--- config.mk ---
export PLATFORM = sky130hd
export DESIGN_NAME = union_find_path_compression_unit
export DESIGN_NICKNAME = d
export VERILOG_FILES = /design/src/rtl/uf_pkg.sv /design/src/rtl/uf_table.sv /design/src/rtl/uf_seq.sv /design/src/rtl/union_find_path_compression_unit.sv
export SDC_FILE = /design/constraint.sdc
export NUM_CORES = 1
export LEC_CHECK = 0
export BUFFER_PORTS_ARGS = -buffer_cell sky130_fd_sc_hd__buf_2
export CAP_MARGIN = 20
export CORE_ASPECT_RATIO = 0.5
export CORE_UTILIZATION = 40
export CTS_CLUSTER_DIAMETER = 120
export DETAILED_ROUTE_END_ITERATION = 10
export HOLD_SLACK_MARGIN = 0.06
export SETUP_SLACK_MARGIN = 0.5
export SLEW_MARGIN = 20
export SYNTH_ARGS = -nofsm -noshare
export SYNTH_HDL_FRONTEND = slang
export SYNTH_SLANG_ARGS = --single-unit
--- constraint.sdc ---
create_clock -name clk -period 4.4 [get_ports clk]
set_input_delay 0.66 -clock clk [delete_from_list [all_inputs] [get_ports clk]]
set_output_delay 0.66 -clock clk [all_outputs]
set_load 0.01 [all_outputs]
--- src/rtl/uf_pkg.sv ---
// Package for the union-find unit: action codes, field widths and the
// control group passed from the sequencer to the parent table.
// Depends on nothing.
`timescale 1ns / 1ps

package uf_pkg;

  localparam int MAX_VAR_DEF = 64;
  localparam int FIELD_W     = 7;
  localparam int ACT_W       = 2;

  localparam logic [ACT_W-1:0] ACT_FIND  = 2'd0;
  localparam logic [ACT_W-1:0] ACT_UNION = 2'd1;
  localparam logic [ACT_W-1:0] ACT_CLEAR = 2'd2;

  typedef struct packed {
    logic rd;
    logic wr;
    logic clr;
  } tbl_ctrl_t;

endpackage

--- src/rtl/uf_table.sv ---
// Parent table of the union-find unit: a single-port-read, single-port-write
// memory with a registered read and one valid bit per entry.
// Depends on uf_pkg.
`timescale 1ns / 1ps

module uf_table
  import uf_pkg::*;
#(
  parameter int MAX_VAR = MAX_VAR_DEF,
  localparam int DEPTH  = MAX_VAR + 1,
  localparam int IDX_W  = $clog2(DEPTH)
) (
  input  logic             clk,
  input  logic             rst_n,
  input  tbl_ctrl_t        ctrl,
  input  logic [IDX_W-1:0] rd_addr,
  input  logic [IDX_W-1:0] wr_addr,
  input  logic [IDX_W-1:0] wr_data,
  output logic [IDX_W-1:0] rdata
);

  logic [IDX_W-1:0] mem [DEPTH];
  logic [DEPTH-1:0] valid_r;
  logic [IDX_W-1:0] rd_data_r;
  logic [IDX_W-1:0] rd_idx_r;
  logic             rd_vld_r;

  // An entry that has never been written since reset or a clear points at itself.
  always_ff @(posedge clk) begin
    if (!rst_n) begin
      valid_r <= '0;
    end else if (ctrl.clr) begin
      valid_r <= '0;
    end else if (ctrl.wr) begin
      valid_r[wr_addr] <= 1'b1;
    end
  end

  always_ff @(posedge clk) begin
    if (ctrl.wr) begin
      mem[wr_addr] <= wr_data;
    end
    if (ctrl.rd) begin
      rd_data_r <= mem[rd_addr];
      rd_vld_r  <= valid_r[rd_addr];
      rd_idx_r  <= rd_addr;
    end
  end

  assign rdata = rd_vld_r ? rd_data_r : rd_idx_r;

endmodule

--- src/rtl/uf_seq.sv ---
// Sequencer of the union-find unit: handles both handshakes, walks each
// variable to its root, compresses the path and links roots on a union.
// Depends on uf_pkg; drives uf_table through a tbl_ctrl_t group.
`timescale 1ns / 1ps

module uf_seq
  import uf_pkg::*;
#(
  parameter int MAX_VAR = MAX_VAR_DEF,
  localparam int DEPTH  = MAX_VAR + 1,
  localparam int IDX_W  = $clog2(DEPTH)
) (
  input  logic               clk,
  input  logic               rst_n,
  input  logic               in_valid,
  output logic               in_ready,
  input  logic [ACT_W-1:0]   in_action,
  input  logic [FIELD_W-1:0] in_first_var,
  input  logic [FIELD_W-1:0] in_second_var,
  output logic               out_valid,
  input  logic               out_ready,
  output logic               out_same_set,
  output logic [FIELD_W-1:0] out_root_first,
  output logic [FIELD_W-1:0] out_root_second,
  output tbl_ctrl_t          ctrl,
  output logic [IDX_W-1:0]   rd_addr,
  output logic [IDX_W-1:0]   wr_addr,
  output logic [IDX_W-1:0]   wr_data,
  input  logic [IDX_W-1:0]   rdata
);

  typedef enum logic [2:0] {
    S_IDLE,
    S_START,
    S_WALK,
    S_COMP,
    S_LINK,
    S_DONE
  } state_t;

  localparam logic [31:0] MAX_U = 32'(MAX_VAR);

  state_t             state_r, state_nxt;
  logic [ACT_W-1:0]   act_r, act_nxt;
  logic [IDX_W-1:0]   y_r, y_nxt;
  logic [IDX_W-1:0]   cur_r, cur_nxt;
  logic [IDX_W-1:0]   start_r, start_nxt;
  logic [IDX_W-1:0]   root_r, root_nxt;
  logic [IDX_W-1:0]   rx_r, rx_nxt;
  logic               which_r, which_nxt;
  logic               res_same_r, res_same_nxt;
  logic [FIELD_W-1:0] res_rf_r, res_rf_nxt;
  logic [FIELD_W-1:0] res_rs_r, res_rs_nxt;
  logic               out_valid_r, out_valid_nxt;
  logic               out_same_r, out_same_nxt;
  logic [FIELD_W-1:0] out_rf_r, out_rf_nxt;
  logic [FIELD_W-1:0] out_rs_r, out_rs_nxt;
  logic               fin;
  logic [IDX_W-1:0]   fin_root;
  logic               x_ok;
  logic               y_ok;

  assign x_ok = ({{(32 - FIELD_W){1'b0}}, in_first_var} <= MAX_U);
  assign y_ok = ({{(32 - FIELD_W){1'b0}}, in_second_var} <= MAX_U);

  always_comb begin
    state_nxt     = state_r;
    act_nxt       = act_r;
    y_nxt         = y_r;
    cur_nxt       = cur_r;
    start_nxt     = start_r;
    root_nxt      = root_r;
    rx_nxt        = rx_r;
    which_nxt     = which_r;
    res_same_nxt  = res_same_r;
    res_rf_nxt    = res_rf_r;
    res_rs_nxt    = res_rs_r;
    out_valid_nxt = out_valid_r && !out_ready;
    out_same_nxt  = out_same_r;
    out_rf_nxt    = out_rf_r;
    out_rs_nxt    = out_rs_r;
    ctrl          = '0;
    rd_addr       = cur_r;
    wr_addr       = cur_r;
    wr_data       = root_r;
    fin           = 1'b0;
    fin_root      = root_r;

    unique case (state_r)
      S_IDLE: begin
        if (in_valid) begin
          act_nxt      = in_action;
          cur_nxt      = IDX_W'(in_first_var);
          start_nxt    = IDX_W'(in_first_var);
          y_nxt        = IDX_W'(in_second_var);
          which_nxt    = 1'b0;
          res_same_nxt = 1'b0;
          res_rf_nxt   = '0;
          res_rs_nxt   = '0;
          if (in_action == ACT_CLEAR) begin
            ctrl.clr  = 1'b1;
            state_nxt = S_DONE;
          end else if ((in_action != ACT_FIND && in_action != ACT_UNION) ||
                       !x_ok || !y_ok) begin
            state_nxt = S_DONE;
          end else if (in_action == ACT_FIND && in_first_var == in_second_var) begin
            res_same_nxt = 1'b1;
            state_nxt    = S_DONE;
          end else begin
            state_nxt = S_START;
          end
        end
      end
      S_START: begin
        ctrl.rd   = 1'b1;
        rd_addr   = cur_r;
        state_nxt = S_WALK;
      end
      S_WALK: begin
        if (rdata == cur_r) begin
          root_nxt = cur_r;
          if (start_r == cur_r) begin
            fin      = 1'b1;
            fin_root = cur_r;
          end else begin
            ctrl.rd   = 1'b1;
            rd_addr   = start_r;
            cur_nxt   = start_r;
            state_nxt = S_COMP;
          end
        end else begin
          ctrl.rd = 1'b1;
          rd_addr = rdata;
          cur_nxt = rdata;
        end
      end
      S_COMP: begin
        ctrl.wr = 1'b1;
        wr_addr = cur_r;
        wr_data = root_r;
        if (rdata == root_r) begin
          fin      = 1'b1;
          fin_root = root_r;
        end else begin
          ctrl.rd = 1'b1;
          rd_addr = rdata;
          cur_nxt = rdata;
        end
      end
      S_LINK: begin
        ctrl.wr   = 1'b1;
        wr_addr   = rx_r;
        wr_data   = root_r;
        state_nxt = S_DONE;
      end
      S_DONE: begin
        if (!out_valid_r || out_ready) begin
          out_valid_nxt = 1'b1;
          out_same_nxt  = res_same_r;
          out_rf_nxt    = res_rf_r;
          out_rs_nxt    = res_rs_r;
          state_nxt     = S_IDLE;
        end
      end
      default: begin
        state_nxt = S_IDLE;
      end
    endcase

    // The first find hands over to the second; the second settles the result.
    if (fin) begin
      if (!which_r) begin
        rx_nxt    = fin_root;
        cur_nxt   = y_r;
        start_nxt = y_r;
        which_nxt = 1'b1;
        state_nxt = S_START;
      end else begin
        res_same_nxt = (rx_r == fin_root);
        res_rf_nxt   = FIELD_W'(rx_r);
        res_rs_nxt   = FIELD_W'(fin_root);
        if (act_r == ACT_UNION && rx_r != fin_root) begin
          state_nxt = S_LINK;
        end else begin
          state_nxt = S_DONE;
        end
      end
    end
  end

  always_ff @(posedge clk) begin
    if (!rst_n) begin
      state_r     <= S_IDLE;
      out_valid_r <= 1'b0;
    end else begin
      state_r     <= state_nxt;
      out_valid_r <= out_valid_nxt;
      act_r       <= act_nxt;
      y_r         <= y_nxt;
      cur_r       <= cur_nxt;
      start_r     <= start_nxt;
      root_r      <= root_nxt;
      rx_r        <= rx_nxt;
      which_r     <= which_nxt;
      res_same_r  <= res_same_nxt;
      res_rf_r    <= res_rf_nxt;
      res_rs_r    <= res_rs_nxt;
      out_same_r  <= out_same_nxt;
      out_rf_r    <= out_rf_nxt;
      out_rs_r    <= out_rs_nxt;
    end
  end

  assign in_ready        = (state_r == S_IDLE);
  assign out_valid       = out_valid_r;
  assign out_same_set    = out_same_r;
  assign out_root_first  = out_rf_r;
  assign out_root_second = out_rs_r;

endmodule

--- src/rtl/union_find_path_compression_unit.sv ---
// Clear, unused or out-of-range actions and a find on equal variables go from acceptance
// straight to the result slot; otherwise both variables are walked to their roots with their
// paths compressed, and a linking union adds one write of the parent table.
// The unit works on one item at a time; the next item is taken in the cycle its result appears,
// whether or not that result has been taken yet.
// Reset (synchronous, rst_n low) empties the output slot and marks every entry as its own root.
`timescale 1ns / 1ps

module union_find_path_compression_unit
  import uf_pkg::*;
#(
  parameter int MAX_VAR = MAX_VAR_DEF
) (
  input  logic               clk,
  input  logic               rst_n,
  input  logic               in_valid,
  output logic               in_ready,
  input  logic [ACT_W-1:0]   in_action,
  input  logic [FIELD_W-1:0] in_first_var,
  input  logic [FIELD_W-1:0] in_second_var,
  output logic               out_valid,
  input  logic               out_ready,
  output logic               out_same_set,
  output logic [FIELD_W-1:0] out_root_first,
  output logic [FIELD_W-1:0] out_root_second
);

  localparam int IDX_W = $clog2(MAX_VAR + 1);

  tbl_ctrl_t        ctrl;
  logic [IDX_W-1:0] rd_addr;
  logic [IDX_W-1:0] wr_addr;
  logic [IDX_W-1:0] wr_data;
  logic [IDX_W-1:0] rdata;

  uf_seq #(
    .MAX_VAR(MAX_VAR)
  ) u_seq (
    .clk            (clk),
    .rst_n          (rst_n),
    .in_valid       (in_valid),
    .in_ready       (in_ready),
    .in_action      (in_action),
    .in_first_var   (in_first_var),
    .in_second_var  (in_second_var),
    .out_valid      (out_valid),
    .out_ready      (out_ready),
    .out_same_set   (out_same_set),
    .out_root_first (out_root_first),
    .out_root_second(out_root_second),
    .ctrl           (ctrl),
    .rd_addr        (rd_addr),
    .wr_addr        (wr_addr),
    .wr_data        (wr_data),
    .rdata          (rdata)
  );

  uf_table #(
    .MAX_VAR(MAX_VAR)
  ) u_table (
    .clk    (clk),
    .rst_n  (rst_n),
    .ctrl   (ctrl),
    .rd_addr(rd_addr),
    .wr_addr(wr_addr),
    .wr_data(wr_data),
    .rdata  (rdata)
  );

endmodule

==> results.toml, run 1 <==
[cts]
h-tree-depth = 2
cts_made_buffers = 56
cts_tree = "yes"
cts_sinks = 607
cts.clk_slew.worst_paths_ns = 0.06
hold_buffers = 0
clk_path_buf_depth = 3
clock_latency_ns = 0.61
clock_tree.root_cell = "clkbuf_16"

[drt]
drtIter0Drc = 2149
wl_per_cell_microns = 24.5
drt_wl_total_microns = 72100
firstDrtPassIters = 6
vias = 16900
ant_nets = 0
drc = 0
vias_per_cell = 5.72

[power_and_ir_drop]
p_clk_share_pct = 23.2
p_leak_nw = 10.6
p_int_w = 0.0134
swShare_pct = 37.9
total_power_w = 0.0216
p_sw_w = 0.00817
ir_drop_mv = 0.404
combPwrFrac_pct = 45.3
pwr-share-seq_pct = 31.5
power_density_nw_per_um2 = 704

[cells_and_area]
final_core_util_pct = 49.5
finalInstanceArea_sq_um = 30600
layout-drive-gt1-share_pct = 21.9
nFillCells = 5286
fin_nets = 2098
diodes = 0
regArea_sq_um = 17500
multiInputGateArea_sq_um = 7950
synthToLayoutAreaGrowth_pct = 21.1

[setup_path]
slowest_delay_ns = 0.41
startpoint_type = "flip-flop"
cp-end-kind = "flip-flop"
crit_path_top_delay_cell = "edfxtp_1"
crit_type = "reg2reg"
cp.arrival_ns = 4.29
path_cells = "buf_12 -> mux2_4 -> buf_4 -> xor2_4 -> nor3_4 -> a21oi_2 -> a211o_4 -> buf_4 -> a211oi_4 -> buf_6 -> buf_12 -> nand3_1 -> nand3b_1 -> a21oi_4 -> a211oi_4 -> a31oi_1"
cp_num_buf_inv = 5
ff2ff_path_depth = 16
r2r_setup_slack_ns = 0.46
critPathMaxFanout = 14
r2r-end = "u_table.rd_data_r[2]"
worstPathRequired_ns = 4.75
r2r_start = "u_table.rd_vld_r"
critical-path-top-delay-family = "compound AO/OA/AOI/OAI gates"

[global_route]
antenna_found_initial = 0
grt_pass1_wl_microns = 106000
grt_use_total_pct = 22.0
grt_max_degree = 67
grt_pass1_vias = 16100
globalRoute.totalOverflow = 0

[die]
die_w_microns = 358
start_util_pct = 40.9
fp.dieH_microns = 180
core_area_sq_um = 61800
rows = 64
io_pins = 37
dieArea_sq_um = 64300

[synthesis]
yosys_register_bits = 607
synth_area_sq_um = 25300
synth_warnings = 0
synth-seq-area-share_pct = 69.3
async_flop_share_pct = 0
syn_nets = 1920
ys_dominant_reg_cell = "edfxtp_1"
synth_edf_count = 538
avgSynthCellArea_sq_um = 13.3
synth.distinct_cells = 70
postSynthCellCount = 1900

[placement]
io_buffers = 36
hpwl_microns = 44200
dp_slack_ns = -0.213
place.gp.congestion = 0.900
placed_area_sq_um = 27000

[sta]
fin_skew_ns = 0.0216
setup_ws_ns = 0.458
clock.fmax_ghz = 0.254
hold_viol = 0
setup_viol = 0
slew_headroom_pct = 37.4
drv_slew = 0
period_needed_ns = 3.94
tightest_slew_ns = 0.939
rsz0062_at_grt = "true"
tns_ns = 0
fin_crit_sh_pct = 89.6

[hold_path]
holdPathStages = 1
hold_class = "in2reg"
hold_start = "in_action[0]"
hold_path_end = "u_seq.act_r[0]"

[outcome]
outcome = "completed"

[job]
cap_violations = 0
## logic make-up after synthesis
group	Yosys count	synth area share, %
mux	107	5.65
xor+xnor	35	1.21
compound gates	307	8.64
flops	607	69.3
simple gates	710	12.6
buf+inv	134	2.57
## through the flow
stage	instances	hold WS [ns]
floorplan	1900	0.421
global placement	2776	0.435
detailed placement	2776	0.446
CTS	2922	0.256
global route	2948	0.265
finish	2948	0.274
## final cells by class
class                           instances  share of cell area [%]
Inverter                               28                   0.429
Clock inverter                         30                    1.19
Clock buffer                           73                    4.89
Tap cell                              825                    3.37
Timing Repair Buffer                  226                    6.93
Sequential cell                       607                    57.3
Multi-Input combinational cell       1159                    25.9
## registers in the layout, indices dropped and copies added, names as in the netlist, 2 cells and up
register / cells
u_seq.cur_r: 7
u_table.rd_data_r: 7
u_table.rd_idx_r: 7
u_seq.start_r: 7
u_seq.state_r: 3
u_seq.y_r: 7
u_seq.res_rs_r: 7
u_seq.out_root_second: 7
u_seq.rx_r: 7
u_seq.res_rf_r: 7
u_seq.act_r: 2
u_table.valid_r: 65
u_seq.wr_data: 7
u_seq.out_root_first: 7
u_table.mem: 455
## metal layers
metal	up-vias	wire length, microns	part of all wire, %	track usage [%]
li1	7477	-	-	-
met1	8471	31300	43	32.3
met2	772	31700	44	32.7
met3	144	7020	9.7	5.53
met4	0	2060	2.9	5.34
met5	-	0	0	0
## how the worst max path moves through the flow
stage                           startpoint                   end  slack, ns  cells past startpoint
after floorplan           u_seq.wr_data[0]  u_table.rd_data_r[2]       0.62                     11
final                     u_table.rd_vld_r  u_table.rd_data_r[2]       0.46                     16
after global routing      u_table.rd_vld_r  u_table.rd_data_r[6]       0.30                     18
after detailed placement  u_table.rd_vld_r  u_table.rd_data_r[2]      -0.21                     13
after global placement    u_table.rd_vld_r  u_table.rd_data_r[2]      -0.20                     13
after CTS                 u_table.rd_vld_r  u_table.rd_data_r[4]       0.47                     13
## timing repair
| item | 4_1_cts | 5_1_grt |
|---|---|---|
| setup endpoints to repair | 8 | 8 |
| pin swaps | 21 | 42 |
| cloned | 10 | 2 |
| resized for setup | 101 | 82 |
| hold endpoints to repair | 0 | 0 |
| setup buffers | 33 | 24 |
## placed cells by master (no fill, tap or decap), types with 34 or more instances in the layout
master	instances
edfxtp_1	538
nand2_1	373
buf_4	146
nor2_1	110
nand3_1	103
dfxtp_1	69
mux2i_1	68
o21a_1	65
clkbuf_16	58
a31oi_1	45
buf_2	36
a21oi_1	34
## synth_stat cells (22+ instances only)
library cell  number  area (sq um)
a21oi_1           46           230
a31oi_1           53           332
a32oi_1           24           210
and3_1            25           156
buf_2             51           255
clkbuf_1          35           131
dfxtp_1           69          1380
edfxtp_1         538         16200
inv_1             22          82.6
mux2i_1           75           751
mux4_2            24           541
nand2_1          375          1410
nand3_1          112           561
nor2_1           112           420
o21a_1            65           488
## power by group through the flow
stage          registers [W]  logic (W)  clock network, W
5_1_grt              0.00680     0.0103           0.00529
2_1_floorplan        0.00679    0.00465                 0
6_report             0.00678    0.00977           0.00500
3_3_place_gp         0.00690    0.00728                 0
3_5_place_dp         0.00690    0.00731                 0
4_1_cts              0.00679    0.00886           0.00507
Note: power is estimated with default switching activity, not from simulation.
==> run 2: changes to the inputs <==
MAX_ROUTING_LAYER = met4   (was not set)
==> run 2 against run 1 <==
  * Wire length fell by 2.0%
  * Utilization fell by 1.3 points
  * First-iteration DRC count fell by 22%
  * Critical path type unchanged
  * Critical endpoint is now u_table.rd_data_r[6]
  * Largest power group unchanged
==> results.toml, run 2 (synthesis gave the netlist of run 1 again) <==
[sta]
fin_skew_ns = 0.0260
tightest_slew_ns = 0.947
slew_headroom_pct = 36.7
hold_viol = 0
period_needed_ns = 4.00
clock.fmax_ghz = 0.250
rsz0062_at_grt = "true"
drv_slew = 0
setup_viol = 0
fin_crit_sh_pct = 90.8
setup_ws_ns = 0.405

[cts]
cts.clk_slew.worst_paths_ns = 0.06
clock_latency_ns = 0.62
cts_made_buffers = 56
clock_tree.root_cell = "clkbuf_16"
clk_path_buf_depth = 3
cts_tree = "yes"
cts_sinks = 607
hold_buffers = 0
h-tree-depth = 2

[cells_and_area]
layout-drive-gt1-share_pct = 19.2
synthToLayoutAreaGrowth_pct = 17.9
largestRegisters = "u_table.mem (455), u_table.valid_r (65)"
layout_common_cells = "edfxtp_1 (538), nand2_1 (374), buf_4 (129)"
largest_register = "u_table.mem"
largest_reg_flops = 455
fin_nets = 2072
nFillCells = 5393
layout_commonest_cell = "edfxtp_1"

[power_and_ir_drop]
p_int_w = 0.0125
power_density_nw_per_um2 = 681
combPwrFrac_pct = 44.1
ir_drop_mv = 0.431
p_leak_nw = 10.2
p_sw_w = 0.00777
p_clk_share_pct = 22.5
total_power_w = 0.0203
swShare_pct = 38.3
pwr-share-seq_pct = 33.4

[drt]
firstDrtPassIters = 6
drtIter0Drc = 1673
wl_per_cell_microns = 24.2
ant_nets = 0
vias_per_cell = 5.66
drt_wl_total_microns = 70600
vias = 16500
drc = 0

[setup_path]
cp.arrival_ns = 4.35
worstPathRequired_ns = 4.75
cpMostUsedCell = "buf_12"
critPathMaxFanout = 7
path_cells = "buf_12 -> mux2_4 -> xor2_2 -> nor4_4 -> buf_4 -> a31oi_4 -> o311ai_4 -> buf_12 -> buf_16 -> buf_12 -> mux2i_4 -> mux2i_1 -> a31oi_1 -> o31ai_2 -> a311oi_2 -> buf_4 -> a31oi_1"
crit_type = "reg2reg"
startpoint_type = "flip-flop"
cp-end-kind = "flip-flop"
slowest_delay_ns = 0.41
crit_path_top_delay_cell = "edfxtp_1"

[outcome]
outcome = "completed"

[die]
fp.dieH_microns = 180
rows = 64
core_area_sq_um = 61800
die_w_microns = 358
dieArea_sq_um = 64300
io_pins = 37
start_util_pct = 40.9

[placement]
hpwl_microns = 44200
io_buffers = 36
dp_slack_ns = -0.217
place.gp.congestion = 0.914

[global_route]
grt_max_degree = 67
globalRoute.totalOverflow = 0
grt_pass1_wl_microns = 105000
grt_use_total_pct = 22.6
grt_pass1_vias = 15800
antenna_found_initial = 1

[job]
cap_violations = 0

[hold_path]
hold_class = "in2reg"
run 2: area by class of cell:
| cell class | instances | area, sq um | area share (%) |
|---|---|---|---|
| timing repair inverter | 1 | 6.26 | 0.0210 |
| multi-input combinational | 1159 | 7580 | 25.4 |
| clock buffer | 78 | 1540 | 5.15 |
| sequential | 607 | 17500 | 58.8 |
| clock inverter | 23 | 153 | 0.512 |
| tap | 825 | 1030 | 3.46 |
| antenna | 1 | 2.50 | 0.00839 |
| timing repair buffer | 199 | 1860 | 6.23 |
| inverter | 28 | 129 | 0.432 |
run 2: repair_timing:
action | in CTS | in global routing
pin swaps | 28 | 10
gates resized for setup | 95 | 19
buffers inserted | 32 | 6
setup endpoints to repair | 8 | 8
endpoints found under the hold margin | 0 | 0
gates cloned | 8 | 0
run 2: worst paths after layout:
kind	end	start	depth (start not counted)	slack [ns]
max	u_table.rd_data_r[6]	u_table.rd_vld_r	17	0.40
max reg2reg	u_table.rd_data_r[6]	u_table.rd_vld_r	17	0.40
min reg2reg	u_seq.out_root_first[5]	u_seq.res_rf_r[5]	0	0.45
min	u_seq.y_r[2]	in_second_var[2]	1	0.28
run 2: per-stage QoR:
step	cell area [sq um]	instances	utilization [%]	setup TNS, ns	hold WS [ns]
after global routing	29800	2920	48.3	0	0.256
final	29800	2921	48.3	0	0.281
after CTS	29700	2914	48.0	0	0.254
after floorplan	25300	1900	-	0	0.421
after detailed placement	27100	2773	43.8	-0.859	0.438
after global placement	27100	2773	43.8	-0.772	0.436
run 2: routing by layer:
layer / global-route usage, % / share of wire [%]
met1: 32.6 / 45
met4: 4.31 / 1.7
met5: - / 0
met2: 32.8 / 44
met3: 5.21 / 9.0
run 2: worst max-delay path, delay by kind of cell (launching register included):
kind,cells,cell delay [ns]
and+or+nand+nor,1,0.25
buffers and inverters,6,0.99
DFF,1,0.41
muxes,3,0.67
xor gates and xnor gates,1,0.17
AOI/OAI and AO/OA,6,1.24
run 2: power groups by stage:
stage	Combinational, W	Clock (W)	Sequential (W)
after floorplan	0.00465	0	0.00679
after global placement	0.00736	0	0.00690
after detailed placement	0.00738	0	0.00690
after CTS	0.00864	0.00464	0.00678
after global routing	0.00941	0.00489	0.00680
final	0.00895	0.00458	0.00679
==> run 3: changes to the inputs <==
CORE_UTILIZATION = 44   (was 40)
==> run 3 against run 2 <==
  * Worst hold slack better by 0.0044 ns
  * Sequential share of layout area up 0.71 points
  * Register-to-register slack worse by 0.05 ns
  * Total power about the same
  * Clock-buffer cell count up 7
  * Utilization up 4.2 points
  * Sequential cell count unchanged
  * Setup slack worse by 0.048 ns
  * Sequential power about the same
  * Largest cell class unchanged
  * Non-clock buffer count down 15
  * Critical path depth down 2
  * Largest power group unchanged
  * Critical path type unchanged
==> results.toml, run 3 (synthesis gave the netlist of run 1 again) <==
[placement]
hpwl_microns = 46400
io_buffers = 36
place.gp.congestion = 0.997
dp_slack_ns = 0.143

[power_and_ir_drop]
power_density_nw_per_um2 = 689
pwr-share-seq_pct = 33.5
combPwrFrac_pct = 44.5
p_sw_w = 0.00799
p_clk_share_pct = 22.0
swShare_pct = 39.3
p_leak_nw = 10.1
p_int_w = 0.0123
ir_drop_mv = 0.402

[global_route]
grt_pass1_wl_microns = 108000
antenna_found_initial = 0
grt_use_total_pct = 25.9
grt_pass1_vias = 15900
globalRoute.totalOverflow = 0
grt_max_degree = 67

[setup_path]
cp-end-kind = "flip-flop"
critPathMaxFanout = 7
cp.arrival_ns = 4.39
worstPathRequired_ns = 4.74
startpoint_type = "flip-flop"
crit_type = "reg2reg"

[hold_path]
hold_class = "in2reg"

[cells_and_area]
nFillCells = 4704
largestRegisters = "u_table.mem (455), u_table.valid_r (65)"
largest_reg_flops = 455
largest_register = "u_table.mem"
layout_common_cells = "edfxtp_1 (538), nand2_1 (375), buf_4 (115)"
layout_commonest_cell = "edfxtp_1"
fin_nets = 2054
diodes = 0
synthToLayoutAreaGrowth_pct = 16.5
layout-drive-gt1-share_pct = 18.5

[drt]
vias_per_cell = 5.93
drt_wl_total_microns = 74500
wl_per_cell_microns = 26.3
firstDrtPassIters = 6
drtIter0Drc = 2116
ant_nets = 0
vias = 16800
drc = 0

[sta]
rsz0062_at_grt = "true"
tns_ns = 0
fin_hold_ws_ns = 0.286
fin_crit_sh_pct = 91.9
drv_slew = 0
setup_viol = 0
setup_ws_ns = 0.357
slew_headroom_pct = 34.4
hold_viol = 0
fin_skew_ns = 0.0230
period_needed_ns = 4.04
tightest_slew_ns = 0.984
clock.fmax_ghz = 0.247

[die]
rows = 61
fp.dieH_microns = 172
start_util_pct = 45.0
die_w_microns = 341
io_pins = 37
core_area_sq_um = 56200
dieArea_sq_um = 58500

[cts]
cts_sinks = 607
cts.clk_slew.worst_paths_ns = 0.07
clock_tree.root_cell = "clkbuf_16"
hold_buffers = 0
h-tree-depth = 2
cts_tree = "yes"
clock_latency_ns = 0.61
clk_path_buf_depth = 3
cts_made_buffers = 54

[job]
cap_violations = 0

[outcome]
outcome = "completed"
==> run 3: cell count changes in the layout (fill, tap and decap cells not counted), moves of 6 or more <==
cell / delta
buf_4: -14
mux2i_1: +10
a21oi_2: -7
clkbuf_1: +7
a21oi_1: +6
mux2i_2: -6
==> run 3: through the flow <==
step                util, %  power [W]  std cells  instance area [sq um]
floorplan                 -     0.0114       1900                  25300
global placement       47.9     0.0145       2693                  26900
detailed placement     47.9     0.0145       2694                  26900
CTS                    51.9     0.0197       2813                  29100
global route           52.5     0.0210       2833                  29500
finish                 52.5     0.0203       2833                  29500
==> run 3: per-layer routing <==
layer	global-route usage, %	part of all wire [%]	vias up
li1	-	-	7386
met3	4.79	10	152
met4	7.04	2.7	0
met2	37.0	43	878
met1	37.7	44	8391
met5	-	0	-
==> run 3: worst max-delay path, stage by stage (launching register included) <==
cell and delay [ns]:
edfxtp_1 0.41, buf_12 0.17, mux2_4 0.34, xor2_4 0.17, or4_4 0.54, buf_6 0.16
nor4_4 0.38, a211oi_4 0.08, a211oi_4 0.26, buf_12 0.15, buf_12 0.14, buf_12 0.15
a32oi_1 0.11, nand4_1 0.27, nand4_1 0.14, o31a_1 0.30
==> run 3: layout make-up <==
| cell class | instances | area [sq um] | share of cell area [%] |
|---|---|---|---|
| multi-input combinational | 1159 | 7540 | 25.6 |
| timing repair buffer | 184 | 1720 | 5.84 |
| inverter | 28 | 126 | 0.429 |
| clock inverter | 14 | 80.1 | 0.272 |
| tap | 756 | 946 | 3.21 |
| clock buffer | 85 | 1530 | 5.18 |
| sequential | 607 | 17500 | 59.5 |
==> run 3: final timing paths <==
kind | end | slack [ns] | cells after the start | start
hold reg to reg | u_seq.out_root_second[0] | 0.45 | 0 | u_seq.res_rs_r[0]
hold / removal | u_seq.y_r[0] | 0.29 | 1 | in_second_var[0]
setup / recovery | u_table.rd_data_r[5] | 0.36 | 15 | u_table.rd_vld_r
setup reg to reg | u_table.rd_data_r[5] | 0.36 | 15 | u_table.rd_vld_r
==> run 3: repair_timing <==
action,CTS,global route
buffers inserted,16,17
gates resized for setup,67,27
gates cloned,4,3
endpoints found under the setup margin,30,10
pin swaps,24,13
==> run 3: power by group through the flow <==
stage	registers, W	logic [W]	clock network [W]
CTS	0.00679	0.00836	0.00452
global placement	0.00691	0.00758	0
global route	0.00681	0.00943	0.00473
floorplan	0.00679	0.00465	0
finish	0.00680	0.00904	0.00447
detailed placement	0.00691	0.00755	0
